$ cat src/lss_pkg.sv
// ----------------------------------------------------------------------------
// lss_pkg: shared constants and types for the least-squares slope block
// Coordinate and result widths, parameter defaults and the back-end states.
// ----------------------------------------------------------------------------
`default_nettype none

package lss_pkg;

  // Coordinate width on the input ports
  localparam int unsigned CoordBits = 16;

  // Result width (signed Q31.16 by default)
  localparam int unsigned ResultW = 48;

  // Parameter defaults
  localparam int unsigned MaxPointsDef    = 256;
  localparam int unsigned FractionBitsDef = 16;

  // Number of closed sets buffered between front and back
  localparam int unsigned SetQueueDepth = 2;

  // Back-end sequencer states
  typedef enum logic [2:0] {
    BkIdle,
    BkSub,
    BkPrep,
    BkDiv,
    BkFin
  } bk_state_e;

endpackage

`default_nettype wire

$ cat src/lss_front.sv
// ----------------------------------------------------------------------------
// lss_front: point intake and accumulation
// Registers each point with its square and cross product, then folds it into the running
// count and sums; a last point hands the closed set to the set queue.
// ----------------------------------------------------------------------------
`default_nettype none

module lss_front #(
  parameter int unsigned MAX_POINTS = lss_pkg::MaxPointsDef,
  localparam int unsigned CntW = $clog2(MAX_POINTS + 1),
  localparam int unsigned SumW = lss_pkg::CoordBits + CntW,
  localparam int unsigned SxxW = 2 * lss_pkg::CoordBits - 1 + CntW,
  localparam int unsigned SxyW = 2 * lss_pkg::CoordBits + CntW
) (
  input  logic                                  clk_i,
  input  logic                                  rst_ni,
  // point channel
  input  logic                                  push_i,
  input  logic signed [lss_pkg::CoordBits-1:0]  x_value_i,
  input  logic signed [lss_pkg::CoordBits-1:0]  y_value_i,
  input  logic                                  last_point_i,
  output logic                                  full_o,
  // closed-set channel
  input  logic                                  snap_full_i,
  output logic                                  snap_push_o,
  output logic        [CntW-1:0]                snap_count_o,
  output logic signed [SumW-1:0]                snap_sx_o,
  output logic signed [SumW-1:0]                snap_sy_o,
  output logic        [SxxW-1:0]                snap_sxx_o,
  output logic signed [SxyW-1:0]                snap_sxy_o,
  output logic                                  snap_ovf_o
);

  localparam int unsigned Cb   = lss_pkg::CoordBits;
  localparam int unsigned SqW  = 2 * Cb - 1;
  localparam int unsigned PrW  = 2 * Cb;

  logic                 a_valid_q, a_valid_d;
  logic                 a_last_q;
  logic signed [Cb-1:0] a_x_q, a_y_q;
  logic [SqW-1:0]       a_xx_q;
  logic signed [PrW-1:0] a_xy_q;

  logic [CntW-1:0]        cnt_q, cnt_d, cnt_n;
  logic signed [SumW-1:0] sx_q, sx_d, sx_n, sy_q, sy_d, sy_n;
  logic [SxxW-1:0]        sxx_q, sxx_d, sxx_n;
  logic signed [SxyW-1:0] sxy_q, sxy_d, sxy_n;
  logic                   ovf_q, ovf_d, ovf_n;

  logic                   accept, advance, in_range;
  logic signed [PrW-1:0]  xx_full, xy_full;

  // Square and cross product of the incoming point
  assign xx_full = PrW'(x_value_i) * PrW'(x_value_i);
  assign xy_full = PrW'(x_value_i) * PrW'(y_value_i);

  // Hold a last point while the set queue has no room
  assign advance = a_valid_q && !(a_last_q && snap_full_i);
  assign full_o  = a_valid_q && a_last_q && snap_full_i;
  assign accept  = push_i && !full_o;

  assign a_valid_d = accept ? 1'b1 : (advance ? 1'b0 : a_valid_q);

  always_ff @(posedge clk_i or negedge rst_ni) begin
    if (!rst_ni) begin
      a_valid_q <= 1'b0;
    end else begin
      a_valid_q <= a_valid_d;
    end
  end

  // Capture the point beat
  always_ff @(posedge clk_i) begin
    if (accept) begin
      a_x_q    <= x_value_i;
      a_y_q    <= y_value_i;
      a_xx_q   <= xx_full[SqW-1:0];
      a_xy_q   <= xy_full;
      a_last_q <= last_point_i;
    end
  end

  // Fold the point in, or drop it once the set is full
  always_comb begin
    in_range = cnt_q < CntW'(MAX_POINTS);
    cnt_n    = cnt_q;
    sx_n     = sx_q;
    sy_n     = sy_q;
    sxx_n    = sxx_q;
    sxy_n    = sxy_q;
    ovf_n    = ovf_q;
    if (in_range) begin
      cnt_n = cnt_q + CntW'(1);
      sx_n  = sx_q + SumW'(a_x_q);
      sy_n  = sy_q + SumW'(a_y_q);
      sxx_n = sxx_q + SxxW'(a_xx_q);
      sxy_n = sxy_q + SxyW'(a_xy_q);
    end else begin
      ovf_n = 1'b1;
    end
  end

  // Fold in each advancing point, or clear the sums after a closed set
  always_comb begin
    cnt_d = cnt_q;
    sx_d  = sx_q;
    sy_d  = sy_q;
    sxx_d = sxx_q;
    sxy_d = sxy_q;
    ovf_d = ovf_q;
    if (advance) begin
      if (a_last_q) begin
        cnt_d = '0;
        sx_d  = '0;
        sy_d  = '0;
        sxx_d = '0;
        sxy_d = '0;
        ovf_d = 1'b0;
      end else begin
        cnt_d = cnt_n;
        sx_d  = sx_n;
        sy_d  = sy_n;
        sxx_d = sxx_n;
        sxy_d = sxy_n;
        ovf_d = ovf_n;
      end
    end
  end

  always_ff @(posedge clk_i or negedge rst_ni) begin
    if (!rst_ni) begin
      cnt_q <= '0;
      sx_q  <= '0;
      sy_q  <= '0;
      sxx_q <= '0;
      sxy_q <= '0;
      ovf_q <= 1'b0;
    end else begin
      cnt_q <= cnt_d;
      sx_q  <= sx_d;
      sy_q  <= sy_d;
      sxx_q <= sxx_d;
      sxy_q <= sxy_d;
      ovf_q <= ovf_d;
    end
  end

  // Hand the closed set on
  assign snap_push_o  = advance && a_last_q;
  assign snap_count_o = cnt_n;
  assign snap_sx_o    = sx_n;
  assign snap_sy_o    = sy_n;
  assign snap_sxx_o   = sxx_n;
  assign snap_sxy_o   = sxy_n;
  assign snap_ovf_o   = ovf_n;

endmodule

`default_nettype wire

$ cat config.mk
export PLATFORM = sky130hd
export DESIGN_NAME = lss_front
export DESIGN_NICKNAME = d
export VERILOG_FILES = /design/src/lss_pkg.sv /design/src/lss_front.sv
export SDC_FILE = /design/constraint.sdc
export NUM_CORES = 2
export LEC_CHECK = 0
export ABC_AREA = 1
export BUFFER_PORTS_ARGS = -buffer_cell sky130_fd_sc_hd__buf_2
export CAP_MARGIN = 20
export CORE_UTILIZATION = 59
export DETAILED_ROUTE_END_ITERATION = 8
export GPL_ROUTABILITY_DRIVEN = 1
export PLACE_DENSITY = 0.76
export RECOVER_POWER = 50
export SLEW_MARGIN = 20
export SYNTH_ARGS = -nofsm -noshare
export SYNTH_HDL_FRONTEND = slang
export SYNTH_SLANG_ARGS = --single-unit
$ cat constraint.sdc
create_clock -name clk_i -period 2.95 [get_ports clk_i]
set_input_delay 0.1475 -clock clk_i [delete_from_list [all_inputs] [get_ports clk_i]]
set_output_delay 0.1475 -clock clk_i [all_outputs]
set_load 0.01 [all_outputs]
=== Word level (Yosys, flattened, before mapping) ===
Cells that the tools add are included.

* Register bits: 238
* Bits in latches: 0
* Memory bits (writable): 0
* Bits in read-only memories: 0
* Output and inout bits: 143
* Word-level logic and storage cells: 43
* Memories kept: 0

* Add/sub/neg operators: 5
* $mul: 2
* Divide/modulo/power cells: 0
* Order comparisons: 1
* Eq/ne operators: 0
* Shift-type cells: 0
* Muxes and demuxes: 14
* Bitwise logic cells: 0
* Reduce and logical (&&, ||, !) cells: 9

{| class="wikitable"
|+ Operators by type and width
! kind !! count
|-
| 2-to-1 mux 25 bit || 4
|-
| 2-to-1 mux 41 bit || 2
|-
| 2-to-1 mux 40 bit || 2
|-
| adder 25 x 16 -> 25 bit || 2
|-
| adder 41 x 32 -> 41 bit || 1
|-
| adder 40 x 31 -> 40 bit || 1
|-
| multiplier 16 x 16 -> 32 bit || 1
|-
| multiplier 16 x 16 -> 31 bit || 1
|-
| 2-to-1 mux 9 bit || 2
|-
| adder 9 x 1 -> 9 bit, second input constant || 1
|-
| less-than comparator 9 bit, second input constant || 1
|-
| logical AND 1 bit || 6
|-
| 2-to-1 mux 1 bit || 4
|-
| logical NOT 1 bit || 2
|-
| nonzero test 2 bit || 1
|}

=== Depth between registers and ports, before layout ===
* Depth after elaboration: 5
* Depth in mapped cells: 25
* Gate-level depth less buffers: 24

=== Worst setup path before layout ===
No wires, ideal clock.

* Path type: input -> register
* Start point: input port x_value_i[15] (netlist bit)
* End point: register a_xy_q[28], data pin
* Setup time: 260 ps
* Data arrival time: 5,382 ps
* Setup slack: -2,692 ps
* Stages on the path: 18
* Path buffers: 2
* Cells stage by stage: clkbuf_1 buf_1 nand2_1 inv_1 fa_1 fa_1 fa_1 fa_1 fa_1 inv_1 fa_1 inv_1 ha_1 a21oi_1 o21ai_0 a221oi_1 nand3_1 xor2_1

* Longest elaborated chain between the ends: 1

{| class="wikitable"
|+ RTL lines
! item !! line !! text
|-
| from (decl) || lss_front.sv:19 || <nowiki>input logic signed [lss_pkg::CoordBits-1:0] x_value_i,</nowiki>
|-
| multiplier 16 x 16 -> 32 bit || lss_front.sv:55 || <nowiki>assign xy_full = PrW'(x_value_i) * PrW'(y_value_i);</nowiki>
|-
| net xy_full[28] || lss_front.sv:51 || <nowiki>logic signed [PrW-1:0] xx_full, xy_full;</nowiki>
|-
| to (signal assigned) || lss_front.sv:78 || <nowiki>a_xy_q <= xy_full;</nowiki>
|-
| to (decl) || lss_front.sv:42 || <nowiki>logic signed [PrW-1:0] a_xy_q;</nowiki>
|}

The timed path passes the listed nets, and every way through them passes these cells.
A chain may end at the register's enable or synchronous reset.

=== Worst setup path after layout ===
* Start point: input port y_value_i[9] (netlist bit)
* End point: register a_xy_q[29], data pin

* Longest elaborated chain between the ends: 1

{| class="wikitable"
|+ RTL lines
! item !! line !! text
|-
| from (decl) || lss_front.sv:20 || <nowiki>input logic signed [lss_pkg::CoordBits-1:0] y_value_i,</nowiki>
|-
| multiplier 16 x 16 -> 32 bit || lss_front.sv:55 ||
|-
| net xy_full[29] || lss_front.sv:51 ||
|}

The timed path passes the listed nets, and every way through them passes these cells.

==> impl_metrics.toml <==
[cells_and_area]
fin_area_um2 = 50770
fill_cells = 4138
syn_to_final_growth_pct = 32.73
layout.nets = 6680
utilization_pct = 79.91
drive_above_1_share_pct = 30.71

[synthesis]
synth_edf_count = 94
ys_types = 57
syn_nets = 6063
ys_warn_count = 0
yosysSeqAreaShare_pct = 16.67
synth-async-reset-ratio_pct = 60.17
synthCells = 5245
postSynthAreaPerCell_um2 = 7.293
synth_area_um2 = 38250
synth_seq_cells = 236
ys_dominant_reg_cell = "dfrtp_1"

[floorplan]
core_area_um2 = 63540
boundaryPins = 180
rows = 92
initial_core_util_pct = 60.20
die_area_um2 = 65860
die_y_um = 256.6
chipWidth_um = 256.6

[drt]
vias = 37403
drcViolationCount = 0
drt-initial-drc-count = 3429
wl_per_cell_um = 18.98
via_per_inst = 5.555
wl_mm = 127.8
ant_nets = 0
dr.pass1.iters = 6

[worst_setup_path]
cp-end-kind = "flop"
cp-start-kind = "input pin"
required_ns = 3.28
critPathArrivalTime_ns = 5.31
critPathKind = "input pin to flop"
critPathMaxFanout = 10

[timing]
worstMarginPinSlew_ns = 1.779
max-slew-margin-rel_pct = -18.61
period_minus_slack_ns = 4.978
setup_viol = 57
hold_viol_final = 0
skew_ns = 0.01799
rsz0062_at_grt = "yes"
hold_ws_ns = 0.04579
finalCritPeriodShare_pct = 168.8
max_freq_mhz = 200.9
drv_slew = 64
worst_slack_ns = -2.028

[clock_network]
cts_max_level = 1
clock_sinks = 236
clock_latency_ns = 0.60
cts_tree = "done"
path_clk_slew_ns = 0.06
clk_path_buf_depth = 3
cts_buffers = 28
root_buffer = "clkbuf_16"

[grt]
gr-total-overflow = 0
grt_pass1_wl_mm = 188.0
grt_antenna_before_repair = 4
grt_max_degree = 136
track_usage_pct = 35.86
grt_pass1_vias = 36439

[placed_design]
port_buffers = 179
dp_hpwl_mm = 90.25
place_area_um2 = 43560
place_congestion = 1.021

[run]
maxCapViolCount = 1

[run_status]
violations = "max-capacitance violations, max-slew violations, negative setup slack"
outcome = "finished, violations left"

[worst_hold_path]
hp-class = "input pin to flop"
[cells in the mapped netlist (all sizes together) (20+ instances only)]
library cell | number | area share (%)
xor2 | 57 | 1.3
ha | 287 | 9.4
o21ai | 217 | 2.9
buf | 31 | 0.37
xnor2 | 39 | 0.89
nor2 | 293 | 3.0
clkbuf | 116 | 1.2
a22o | 20 | 0.46
nand4 | 49 | 0.80
nand3 | 291 | 3.9
dfrtp | 142 | 9.3
fa | 494 | 26
a21oi | 193 | 2.6
edfxtp | 94 | 7.4
inv | 1245 | 12
or2 | 68 | 1.1
nand2 | 1477 | 15
[per-layer routing]
metal | global-route usage, % | wire [um] | part of all wire (%) | vias to the layer above
li1 | - | - | - | 17126
met1 | 47.91 | 50220 | 39 | 18098
met2 | 59.28 | 60690 | 47 | 1723
met3 | 5.911 | 10860 | 8.5 | 452
met4 | 11.97 | 5981 | 4.7 | 4
met5 | 0 | 32 | 0.025 | -
[per-stage QoR]
stage / setup slack, ns / std cells / TNS [ns]
floorplan: -2.126 / 5245 / -85.54
detailed placement: -2.632 / 6494 / -115.57
CTS: -1.795 / 6641 / -76.23
finish: -2.028 / 6733 / -83.38
global route: -2.176 / 6732 / -91.01
global placement: -2.596 / 6494 / -112.45
[state kept, by name, summed over array words and instances, names as in the netlist, 9 cells and up]
| name | cells |
|---|---|
| sxy_q | 41 |
| a_x_q | 16 |
| cnt_q | 9 |
| a_xx_q | 29 |
| sxx_q | 40 |
| a_y_q | 16 |
| sy_q | 25 |
| a_xy_q | 32 |
| sx_q | 25 |
[layout by cell type (no fill, tap or decap), types with 140 or more instances in the layout]
cell     count
dfrtp_1    141
nand2_1   1216
buf_2      147
buf_4      400
nor2_1     173
ha_4       140
nand3_1    239
inv_1     1109
fa_1       443
nand2_2    185
[final timing paths]
kind	start	end	slack, ns	cells after the start
worst max-delay path	y_value_i[9]	a_xy_q[29]	-2.03	24
worst min-delay path	x_value_i[0]	a_x_q[0]	0.05	2
worst max register to register	a_last_q	a_xy_q[19]	0.51	4
worst min register to register	sxx_q[34]	sxx_q[34]	0.51	2
max in group asynchronous	rst_ni	cnt_q[8]	0.60	3
min in group asynchronous	rst_ni	sxy_q[40]	0.59	2
[kinds of logic after synthesis]
family                   share of synthesized area [%]
XOR/XNOR                                         2.198
AND/OR/NAND/NOR                                  24.91
AO/OA/AOI/OAI                                    7.153
adder cells (fa/ha/maj)                          35.24
buffers and inverters                            13.83
flip-flops                                       16.67
[area by class of cell]
cell class / instances / area, um^2 / share of cell area [%]
diodes: 3 / 7.507 / 0.01479
multi-input cells: 3615 / 31480 / 62.01
clock buffers: 35 / 789.5 / 1.555
repair buffers: 734 / 6148 / 12.11
well taps: 846 / 1059 / 2.085
flip-flops and latches: 236 / 6377 / 12.56
clock inverters: 17 / 198.9 / 0.3918
inverters: 1247 / 4711 / 9.278
[timing repair]
item                                   in CTS  in global routing
hold buffers                               11                  2
pin swaps                                 219                263
endpoints found under the hold margin      73                  2
cloned                                      4                  4
setup endpoints to repair                 101                143
gates resized for setup                   507                693
buffers inserted                           84                 86
[critical path: stages]
cell and delay, ns:
buf_6 0.18, clkbuf_1 0.30, nand2_1 0.13, fa_1 0.54, inv_1 0.09, fa_1 0.40
inv_1 0.12, fa_1 0.46, inv_1 0.09, fa_1 0.42, fa_1 0.51, inv_1 0.06
fa_1 0.52, inv_2 0.05, ha_4 0.31, a21oi_4 0.08, o21bai_4 0.14, inv_2 0.06
nor2_2 0.10, nor2_2 0.06, buf_4 0.14, or2_4 0.24, nand4_1 0.08, nand2_1 0.07
Power is left out: the tool's default activity adds up to more than one toggle a clock period on the data nets, which glitch-free logic cannot reach.
