$ cat src/lss_pkg.sv
// ----------------------------------------------------------------------------
// lss_pkg: shared constants and types for the least-squares slope block
// Coordinate and result widths, parameter defaults and the back-end states.
// ----------------------------------------------------------------------------
`default_nettype none

package lss_pkg;

  // Coordinate width on the input ports
  localparam int unsigned CoordBits = 16;

  // Result width (signed Q31.16 by default)
  localparam int unsigned ResultW = 48;

  // Parameter defaults
  localparam int unsigned MaxPointsDef    = 256;
  localparam int unsigned FractionBitsDef = 16;

  // Number of closed sets buffered between front and back
  localparam int unsigned SetQueueDepth = 2;

  // Back-end sequencer states
  typedef enum logic [2:0] {
    BkIdle,
    BkSub,
    BkPrep,
    BkDiv,
    BkFin
  } bk_state_e;

endpackage

`default_nettype wire

$ cat src/lss_fifo.sv
// ----------------------------------------------------------------------------
// lss_fifo: short set queue
// Buffers closed sets between the accumulating front and the dividing back.
// ----------------------------------------------------------------------------
`default_nettype none

module lss_fifo #(
  parameter int unsigned WIDTH = 8,
  parameter int unsigned DEPTH = lss_pkg::SetQueueDepth
) (
  input  logic             clk_i,
  input  logic             rst_ni,
  input  logic             push_i,
  input  logic [WIDTH-1:0] wdata_i,
  output logic             full_o,
  input  logic             pop_i,
  output logic [WIDTH-1:0] rdata_o,
  output logic             empty_o
);

  localparam int unsigned PtrW = (DEPTH > 1) ? $clog2(DEPTH) : 1;
  localparam int unsigned CntW = $clog2(DEPTH + 1);

  logic [WIDTH-1:0] store_q [DEPTH];
  logic [PtrW-1:0]  wr_ptr_q, wr_ptr_d, rd_ptr_q, rd_ptr_d;
  logic [CntW-1:0]  count_q, count_d;
  logic             do_push, do_pop;

  assign full_o  = count_q == CntW'(DEPTH);
  assign empty_o = count_q == '0;
  assign do_push = push_i && !full_o;
  assign do_pop  = pop_i && !empty_o;
  assign rdata_o = store_q[rd_ptr_q];

  // Advance pointers with wrap
  always_comb begin
    wr_ptr_d = wr_ptr_q;
    rd_ptr_d = rd_ptr_q;
    count_d  = count_q;
    if (do_push) begin
      wr_ptr_d = (wr_ptr_q == PtrW'(DEPTH - 1)) ? '0 : wr_ptr_q + PtrW'(1);
    end
    if (do_pop) begin
      rd_ptr_d = (rd_ptr_q == PtrW'(DEPTH - 1)) ? '0 : rd_ptr_q + PtrW'(1);
    end
    if (do_push && !do_pop) begin
      count_d = count_q + CntW'(1);
    end else if (do_pop && !do_push) begin
      count_d = count_q - CntW'(1);
    end
  end

  always_ff @(posedge clk_i or negedge rst_ni) begin
    if (!rst_ni) begin
      wr_ptr_q <= '0;
      rd_ptr_q <= '0;
      count_q  <= '0;
    end else begin
      wr_ptr_q <= wr_ptr_d;
      rd_ptr_q <= rd_ptr_d;
      count_q  <= count_d;
    end
  end

  // Write the incoming beat
  always_ff @(posedge clk_i) begin
    if (do_push) begin
      store_q[wr_ptr_q] <= wdata_i;
    end
  end

  // Fill level never passes the depth
  assert property (@(posedge clk_i) disable iff (!rst_ni)
    count_q <= CntW'(DEPTH))
    else $error("set queue fill level beyond depth");

endmodule

`default_nettype wire

$ cat config.mk
export PLATFORM = sky130hd
export DESIGN_NAME = lss_fifo
export DESIGN_NICKNAME = d
export VERILOG_FILES = /design/src/lss_pkg.sv /design/src/lss_fifo.sv
export SDC_FILE = /design/constraint.sdc
export NUM_CORES = 1
export LEC_CHECK = 0
export ABC_AREA = 1
export CAP_MARGIN = 25
export CORE_ASPECT_RATIO = 2
export CORE_MARGIN = 5
export CORE_UTILIZATION = 23
export DETAILED_ROUTE_END_ITERATION = 8
export DONT_BUFFER_PORTS = 1
export SYNTH_ARGS = -nofsm -noshare
export SYNTH_HDL_FRONTEND = slang
export SYNTH_SLANG_ARGS = --single-unit
$ cat constraint.sdc
create_clock -name clk_i -period 1.3 [get_ports clk_i]
set_input_delay 0.13 -clock clk_i [delete_from_list [all_inputs] [get_ports clk_i]]
set_output_delay 0.13 -clock clk_i [all_outputs]
set_load 0.01 [all_outputs]
## Word-level counts from Yosys, hierarchy flattened

Memories as Yosys holds them, arrays and structs flattened.
Index checks and enable logic that the tools add are counted.
W data, S select, Z words.

| word-level totals | value |
|---|---|
| input bits | 12 |
| memory bits (read-only) | 0 |
| latch bits | 0 |
| logic and storage cells | 25 |
| output and inout port bits | 10 |
| memories | 1 |
| memory bits (writable) | 16 |
| register bits | 4 |

| cells by class | value |
|---|---|
| reduce and logical (&&, ||, !) cells | 10 |
| $add $sub $neg | 4 |
| muxes and demuxes | 6 |
| bitwise logic cells | 0 |
| eq/ne operators | 1 |
| $lt $le $gt $ge | 0 |
| multipliers | 0 |
| shifts and indexed selects | 0 |
| div/mod/pow operators | 0 |

Memories:

| memory | depth | bits a word | read ports | clocked after memory_dff | wr ports | line | source |
|---|---|---|---|---|---|---|---|
| store_q | 2 | 8 | 1 | 0 | 1 | lss_fifo.sv:24 | `logic [WIDTH-1:0] store_q [DEPTH];` |

Operators with widths:

| kind | count |
|---|---|
| $logic_and A1 B1 Y1 | 4 |
| $logic_not A1 Y1 | 4 |
| $mux W1 | 4 |
| $mux W2 | 2 |
| $add A1 B1 Y1 const B | 2 |
| $add A2 B1 Y2 const B | 1 |
| $eq A2 B2 Y1 const B | 1 |
| $logic_not A2 Y1 | 1 |
| $reduce_bool A2 Y1 | 1 |
| $sub A2 B1 Y2 const B | 1 |

## Logic depth before layout (Yosys ltp)

Gate-level depths: netlist of run 1.

| depth | value |
|---|---|
| word-level depth | 7 |
| mapped depth | 9 |

## Worst setup path after synthesis of run 1

OpenSTA, ideal clock, no wires.

| timing path | value |
|---|---|
| path kind | reg2reg |
| start | reg count_q[1] |
| end | mem store_q[1][0] (enable) |
| clock period less this slack | 1.322 ns |
| stages on the path, launching flop included | 4 |
| buffers on the path | 0 |
| path slack | -0.022 ns |
| data required time | 0.929 ns |
| arrival time | 0.951 ns |
| library setup time | 0.371 ns |
| cell sequence | dfrtp_1 > inv_1 > o21ai_0 > nor2_1 |

| between the ends | value |
|---|---|
| cells in the longest elaborated chain, start to end | 5 |

RTL lines:

| item | line | source |
|---|---|---|
| from (decl) | lss_fifo.sv:26 | `logic [CntW-1:0] count_q, count_d;` |
| from (signal assigned) | lss_fifo.sv:61 | `count_q <= count_d;` |
| $eq A2 B2 Y1 | lss_fifo.sv:29 | `assign full_o = count_q == CntW'(DEPTH);` |
| $logic_not A1 Y1 | lss_fifo.sv:31 | `assign do_push = push_i && !full_o;` |
| $logic_and A1 B1 Y1 | lss_fifo.sv:31 |  |
| $mux W1 | lss_fifo.sv:67 | `if (do_push) begin` |
| $mux W1 (not written as such) | lss_fifo.sv:68 | `store_q[wr_ptr_q] <= wdata_i;` |
| to (decl) | lss_fifo.sv:24 |  |

No other way between the ends.

## Worst setup path in the final report of run 1

| timing path | value |
|---|---|
| start | reg count_q[1] |
| end | mem store_q[0][6] (enable) |

The elaborated chain is that of the path after synthesis.

==> flow_summary_export.csv, run 1 <==
group,metric,value,unit
worst_hold_path,min_path_type,"input port to flip-flop",
yosys,ys_seq_elements,20,
setup_path,path_cells,"inv_2 -> nor2_4 -> nor2_4 -> nand2_1 -> inv_2 -> buf_6",
yosys,synth_fp_nets,86,
yosys,syn_inst,73,
pwr,peakVddDrop,1.014,mV
layout,design_area,1110,um^2
cts,clock_path_buffers,2,
setup_path,reg2reg_slack,0.02,ns
sta,slew_headroom,0.7857,
setup_path,r2r_end,"store_q[0][6]",
place,port_buffers,0,
setup_path,startpoint_type,"flip-flop",
sta,tightest_slew,0.3181,ns
setup_path,max_stage_delay,0.43,ns
grt,grt_pass1_vias,637,
sta,setup_viol,0,
sta,layout_setup_ws,0.02177,ns
setup_path,end_kind,"flip-flop",
setup_path,crit_required,1.27,ns
yosys,synthTopCellsByArea,"edfxtp_1 59%, nand2_1 15%, dfrtp_1 12%, inv_1 3.2%, ha_1 1.5%",
cts,clk_pin_slew,0.06,ns
grt,grt_pass1_wl,2753,um
cts,worstSkewPairLatency,0.25,ns
yosys,synth.distinct_cells,14,
floorplanning,core_area,3416,um^2
worst_hold_path,worst_hold_path.endpoint,"rd_ptr_q",
yosys,syn_area,809.5,um^2
sta,finalCritPeriodShare,0.9833,
grt,overflow,0,
sta,fin_hold_ws,0.01784,ns
worst_hold_path,whs_path_depth,2,
floorplanning,initial_utilization,0.2370,
yosys,ys_seq_area_frac,0.7172,
routing,drt_iter0_markers,4,
sta,rsz0062_at_grt,"true",
place,globalplace.congestion,0.6399,
cts,cts_tree,"yes",
pwr,p_per_area,2117,nW/um^2
sta,layout_min_cycle_time,1.278,ns
yosys,synth_top_cell_area_share,0.5935,
place,dpl_worst_slack,-0.05482,ns
sta,skew,0.0008755,ns
floorplanning,chipHeight,93.90,um
flow_run,drv_cap,0,
yosys,synth.avg_cell_area,11.09,um^2
grt,grt_max_degree,11,
routing,wl_per_cell,11.68,um
setup_path,reg2reg_from,"count_q[1]",
layout,final_nets,108,
layout,drive_gt1_frac,0.2581,
place,place_area,932.1,um^2
pwr,power.total,2350,uW
setup_path,reg2reg_depth,6,
place,dpl.hpwl,1334,um
layout,diodes,0,
pwr,p_leak,0.0004650,uW
cts,cts_buffers,3,
floorplanning,dieArea,4878,um^2
grt,antenna_found_initial,0,
sta,max_freq,0.7823,GHz
yosys,yosys_warnings,0,
setup_path,cp_max_fo,4,
status,status,"completed",
routing,drc_errors,0,
grt,grtUsageTotal,0.07616,
cts,cts-root-buf,"clkbuf_8",
routing,drtPass1Iterations,2,
sta,hold_viol_final,0,
cts,clock-sinks,20,
routing,route.vias.total,547,
setup_path,crit_arrival,1.25,ns
layout,syn2layout_area_growth,37.09,%
floorplanning,rows,30,
floorplanning,io_pins,22,
routing,routed_via_density,3.879,
sta,maxSlewViolCount,0,
setup_path,critPathKind,"flip-flop to flip-flop",
setup_path,worst_path_max_delay_cell,"dfrtp_1",
routing,ant_nets,0,
worst_hold_path,hp-start,"pop_i",
cts,htreeDepth,1,
floorplanning,die_width,51.95,um
routing,wirelength,1647,um
yosys,synth_top_area_cell,"edfxtp_1",
[layout make-up]
type / instances / area, um^2
Timing Repair Buffer: 18 / 165.2
Sequential cell: 20 / 583.1
Clock buffer: 3 / 41.29
Multi-Input combinational cell: 44 / 227.7
Fill cell: 348 / 2306
Inverter: 8 / 32.53
Tap cell: 48 / 60.06
[repair_timing]
item                                    4_1_cts  5_1_grt
setup buffers                                 1        0
pin swaps                                     0        1
endpoints found under the setup margin        1       25
hold endpoints to repair                     20        0
resized for setup                             5        8
hold buffers                                  9        0
[placed cells by master, fill, tap and decap left out]
cell / instances
dfrtp_1: 2
dfrtp_2: 2
nand2_1: 33
nand3_2: 1
ha_4: 1
nand3b_1: 1
clkbuf_8: 3
xnor2_1: 1
o21ai_0: 1
dlygate4sd3_1: 9
o21ai_2: 1
inv_1: 4
nor2_2: 1
inv_4: 1
nor2_1: 1
buf_6: 2
nand4_1: 1
buf_4: 7
edfxtp_1: 16
nor2_4: 2
inv_2: 3
[state kept, by name, summed over array words and instances, names as in the netlist]
signal,count
store_q,16
count_q,2
rd_ptr_q,1
wr_ptr_q,1
[worst max-delay path by stage]
stage                     cells past startpoint        from       endpoint  slack, ns
after detailed placement                      8  count_q[1]     count_q[1]      -0.05
final                                         6  count_q[1]  store_q[0][6]       0.02
after CTS                                     8  count_q[1]     count_q[1]       0.03
after global routing                          8  count_q[1]     count_q[1]      -0.04
after floorplan                               6  count_q[0]     count_q[1]       0.01
after global placement                        8  count_q[1]     count_q[1]      0.005
[routing by layer]
layer / GRT usage / wire length (um) / vias up
met4: 0.05470 / 57 / 0
met3: 0.01113 / 59 / 6
li1: - / - / 275
met1: 0.06426 / 512 / 251
met5: 0 / 0 / -
met2: 0.1481 / 1018 / 15
[Yosys cell counts, drive strengths merged]
library cell / count
buf: 1
dfrtp: 4
edfxtp: 16
ha: 1
inv: 8
nand2: 33
nand3: 1
nand3b: 1
nand4: 1
nor2: 4
o21ai: 2
xnor2: 1
[power by group]
part | switching (uW) | total, uW | internal (uW)
Clock | 170 | 376 | 205
Combinational | 563 | 957 | 394
Sequential | 119 | 1020 | 898
Total | 852 | 2350 | 1500
[worst max-delay path, delay by kind of cell, from the launching register on]
family	cells	cell delay, ns
buffers and inverters	3	0.30
DFF	1	0.43
and+or+nand+nor	3	0.26
[metrics by stage]
step | setup TNS, ns | utilization | cells
5_1_grt | -0.2849 | 0.3249 | 141
2_1_floorplan | 0 | - | 73
3_3_place_gp | 0 | 0.2729 | 128
3_5_place_dp | -0.05482 | 0.2729 | 128
4_1_cts | 0 | 0.3198 | 141
6_report | 0 | 0.3249 | 141
[cells by family (layout without fill, tap and decap cells)]
kind of cell	after synthesis	in the layout	synth area share
AOI/OAI and AO/OA	2	2	0.01237
adders and majority gates	1	1	0.01545
xor gates and xnor gates	1	1	0.01082
and+or+nand+nor	40	40	0.2009
DFF	20	20	0.7172
buffers and inverters	9	29	0.04327
(Power assumes the default switching activity.)
==> run 2: changes to the inputs <==
CORE_ASPECT_RATIO = unset   (was 2)
CORE_MARGIN = unset   (was 5)
==> flow_summary_export.csv, run 2 (synthesis results as in run 1) <==
group,metric,value,unit
setup_path,worst_path_max_delay_cell,"dfrtp_1",
sta,finalSetupTns,0,ns
sta,setup_viol,0,
routing,wirelength,1593,um
layout,multi_input_area,230.2,um^2
pwr,p_per_area,2060,nW/um^2
pwr,p_sw_frac,0.3706,
cts,cts_buffers,3,
routing,drt_iter0_markers,16,
layout,final_nets,113,
pwr,p_switching,868.2,uW
floorplanning,io_pins,22,
pwr,intPower,1474,uW
floorplanning,core_area,3363,um^2
floorplanning,initial_utilization,0.2407,
grt,grtUsageMet3,0.03992,
pwr,clkPwrFrac,0.121,
layout,register_area,583.1,um^2
setup_path,startpoint_type,"flip-flop",
grt,use_met1,0.1230,
grt,grt_max_degree,12,
status,status,"completed",
grt,overflow,0,
floorplanning,dieArea,3761,um^2
cts,htreeDepth,1,
sta,fin_hold_ws,0.05889,ns
cts,clock-sinks,20,
setup_path,crit_required,1.31,ns
setup_path,path_cells,"inv_2 -> nor2_4 -> nor2_4 -> nand2_1 -> inv_2 -> buf_12",
place,globalplace.congestion,0.7398,
sta,slew_headroom,0.8504,
cts,clock_path_buffers,2,
sta,layout_min_cycle_time,1.265,ns
routing,ant_nets,0,
cts,cts-root-buf,"clkbuf_4",
layout,nFillCells,365,
layout,syn2layout_area_growth,40.49,%
routing,route.vias.total,570,
routing,routed_via_density,3.931,
grt,busiest_layer,"met2",
pwr,p_leak,0.0004818,uW
place,dp_cells,128,
grt,grt_pass1_wl,2587,um
sta,skew,0.007566,ns
layout,diodes,0,
layout,final_common_cell,"nand2_1",
cts,clk_pin_slew,0.10,ns
routing,drtPass1Iterations,3,
setup_path,crit_buf_inv,3,
sta,maxSlewViolCount,0,
worst_hold_path,hp-start,"push_i",
setup_path,cpLargestDelayFamily,"flip-flops",
sta,tightest_slew,0.2229,ns
place,port_buffers,0,
setup_path,critPathKind,"flip-flop to flip-flop",
layout,largest_register,"store_q",
sta,rsz0062_at_grt,"true",
layout,reg.largest.list,"store_q: 16 flops, count_q: 2 flops",
layout,largest_reg_flops,16,
grt,grtUsageTotal,0.09617,
grt,use_met2,0.1382,
pwr,peakVddDrop,0.9470,mV
worst_hold_path,min_path_type,"input port to flip-flop",
layout,final_cell_mix,"33 x nand2_1, 16 x edfxtp_1, 11 x buf_4",
setup_path,cp-startpoint,"count_q[1]",
sta,hold_viol_final,0,
setup_path,end_kind,"flip-flop",
sta,max_freq,0.7904,GHz
setup_path,reg2reg_from,"count_q[1]",
setup_path,max_stage_delay,0.44,ns
floorplanning,die_width,61.33,um
setup_path,crit_arrival,1.28,ns
layout,layout.cells.non_filler,145,
routing,drc_errors,0,
cts,cts_tree,"yes",
grt,antenna_found_initial,0,
pwr,seq_power_share,0.435,
grt,grt_pass1_vias,559,
cts,worstSkewPairLatency,0.29,ns
layout,drive_gt1_frac,0.2828,
flow_run,drv_cap,0,
sta,finalCritPeriodShare,0.9732,
floorplanning,rows,21,
routing,wl_per_cell,10.99,um
place,dpl.hpwl,1147,um
pwr,comb_power_share,0.444,
floorplanning,chipHeight,61.33,um
setup_path,cp_max_fo,6,
==> run 2: changes by cell type in the layout (fill, tap and decap cells not counted), moves of 2 or more <==
cell,delta
clkbuf_4,+3
buf_4,+4
buf_6,-2
clkbuf_8,-3
==> run 2: path summary, 6_finish.rpt <==
check                                end  slack, ns  depth (start not counted)
max                        store_q[0][1]       0.03                          6
min                             wr_ptr_q       0.06                          3
max reg2reg                store_q[0][1]       0.03                          6
min reg2reg                     wr_ptr_q       0.50                          2
max in group asynchronous       rd_ptr_q       1.00                          1
min in group asynchronous       wr_ptr_q       0.10                          1
==> run 2: area by class of cell <==
cell class	count	area share
sequential	20	0.5127
multi-input combinational	44	0.2024
timing repair buffer	23	0.1826
tap	46	0.05061
inverter	8	0.02860
clock buffer	4	0.02310
==> run 2: worst register-to-register path, stage by stage (launching register included) <==
cell,delay [ns]
dfrtp_1,0.44
inv_2,0.11
nor2_4,0.05
nor2_4,0.11
nand2_1,0.10
inv_2,0.08
buf_12,0.11
==> run 2: timing repair <==
item                                    CTS  global route
gates resized for setup                   7             6
hold endpoints to repair                 21             0
setup buffers                             1             2
endpoints found under the setup margin   21            22
hold buffers                             10             0
==> run 2: routing by layer <==
metal,routed length [um],vias to the layer above
li1,-,290
met1,666,261
met2,746,15
met3,159,4
met4,20,0
met5,0,-
==> run 2: power groups by stage <==
stage / Sequential [uW] / Combinational, uW / Clock, uW
CTS: 1030 / 936 / 299
global route: 1040 / 1160 / 326
finish: 1020 / 1040 / 284
detailed placement: 1020 / 859 / 0
global placement: 1020 / 828 / 0
floorplan: 971 / 559 / 0
==> run 2: per-stage QoR <==
stage	total power, uW	utilization	setup WS [ns]	instance area [um^2]
finish	2343	0.3382	0.03481	1137
floorplan	1530	-	0.01469	817.0
detailed placement	1883	0.2846	-0.09155	957.2
global route	2526	0.3382	-0.02866	1137
global placement	1847	0.2846	0.009749	957.2
CTS	2262	0.3266	-0.0005188	1099
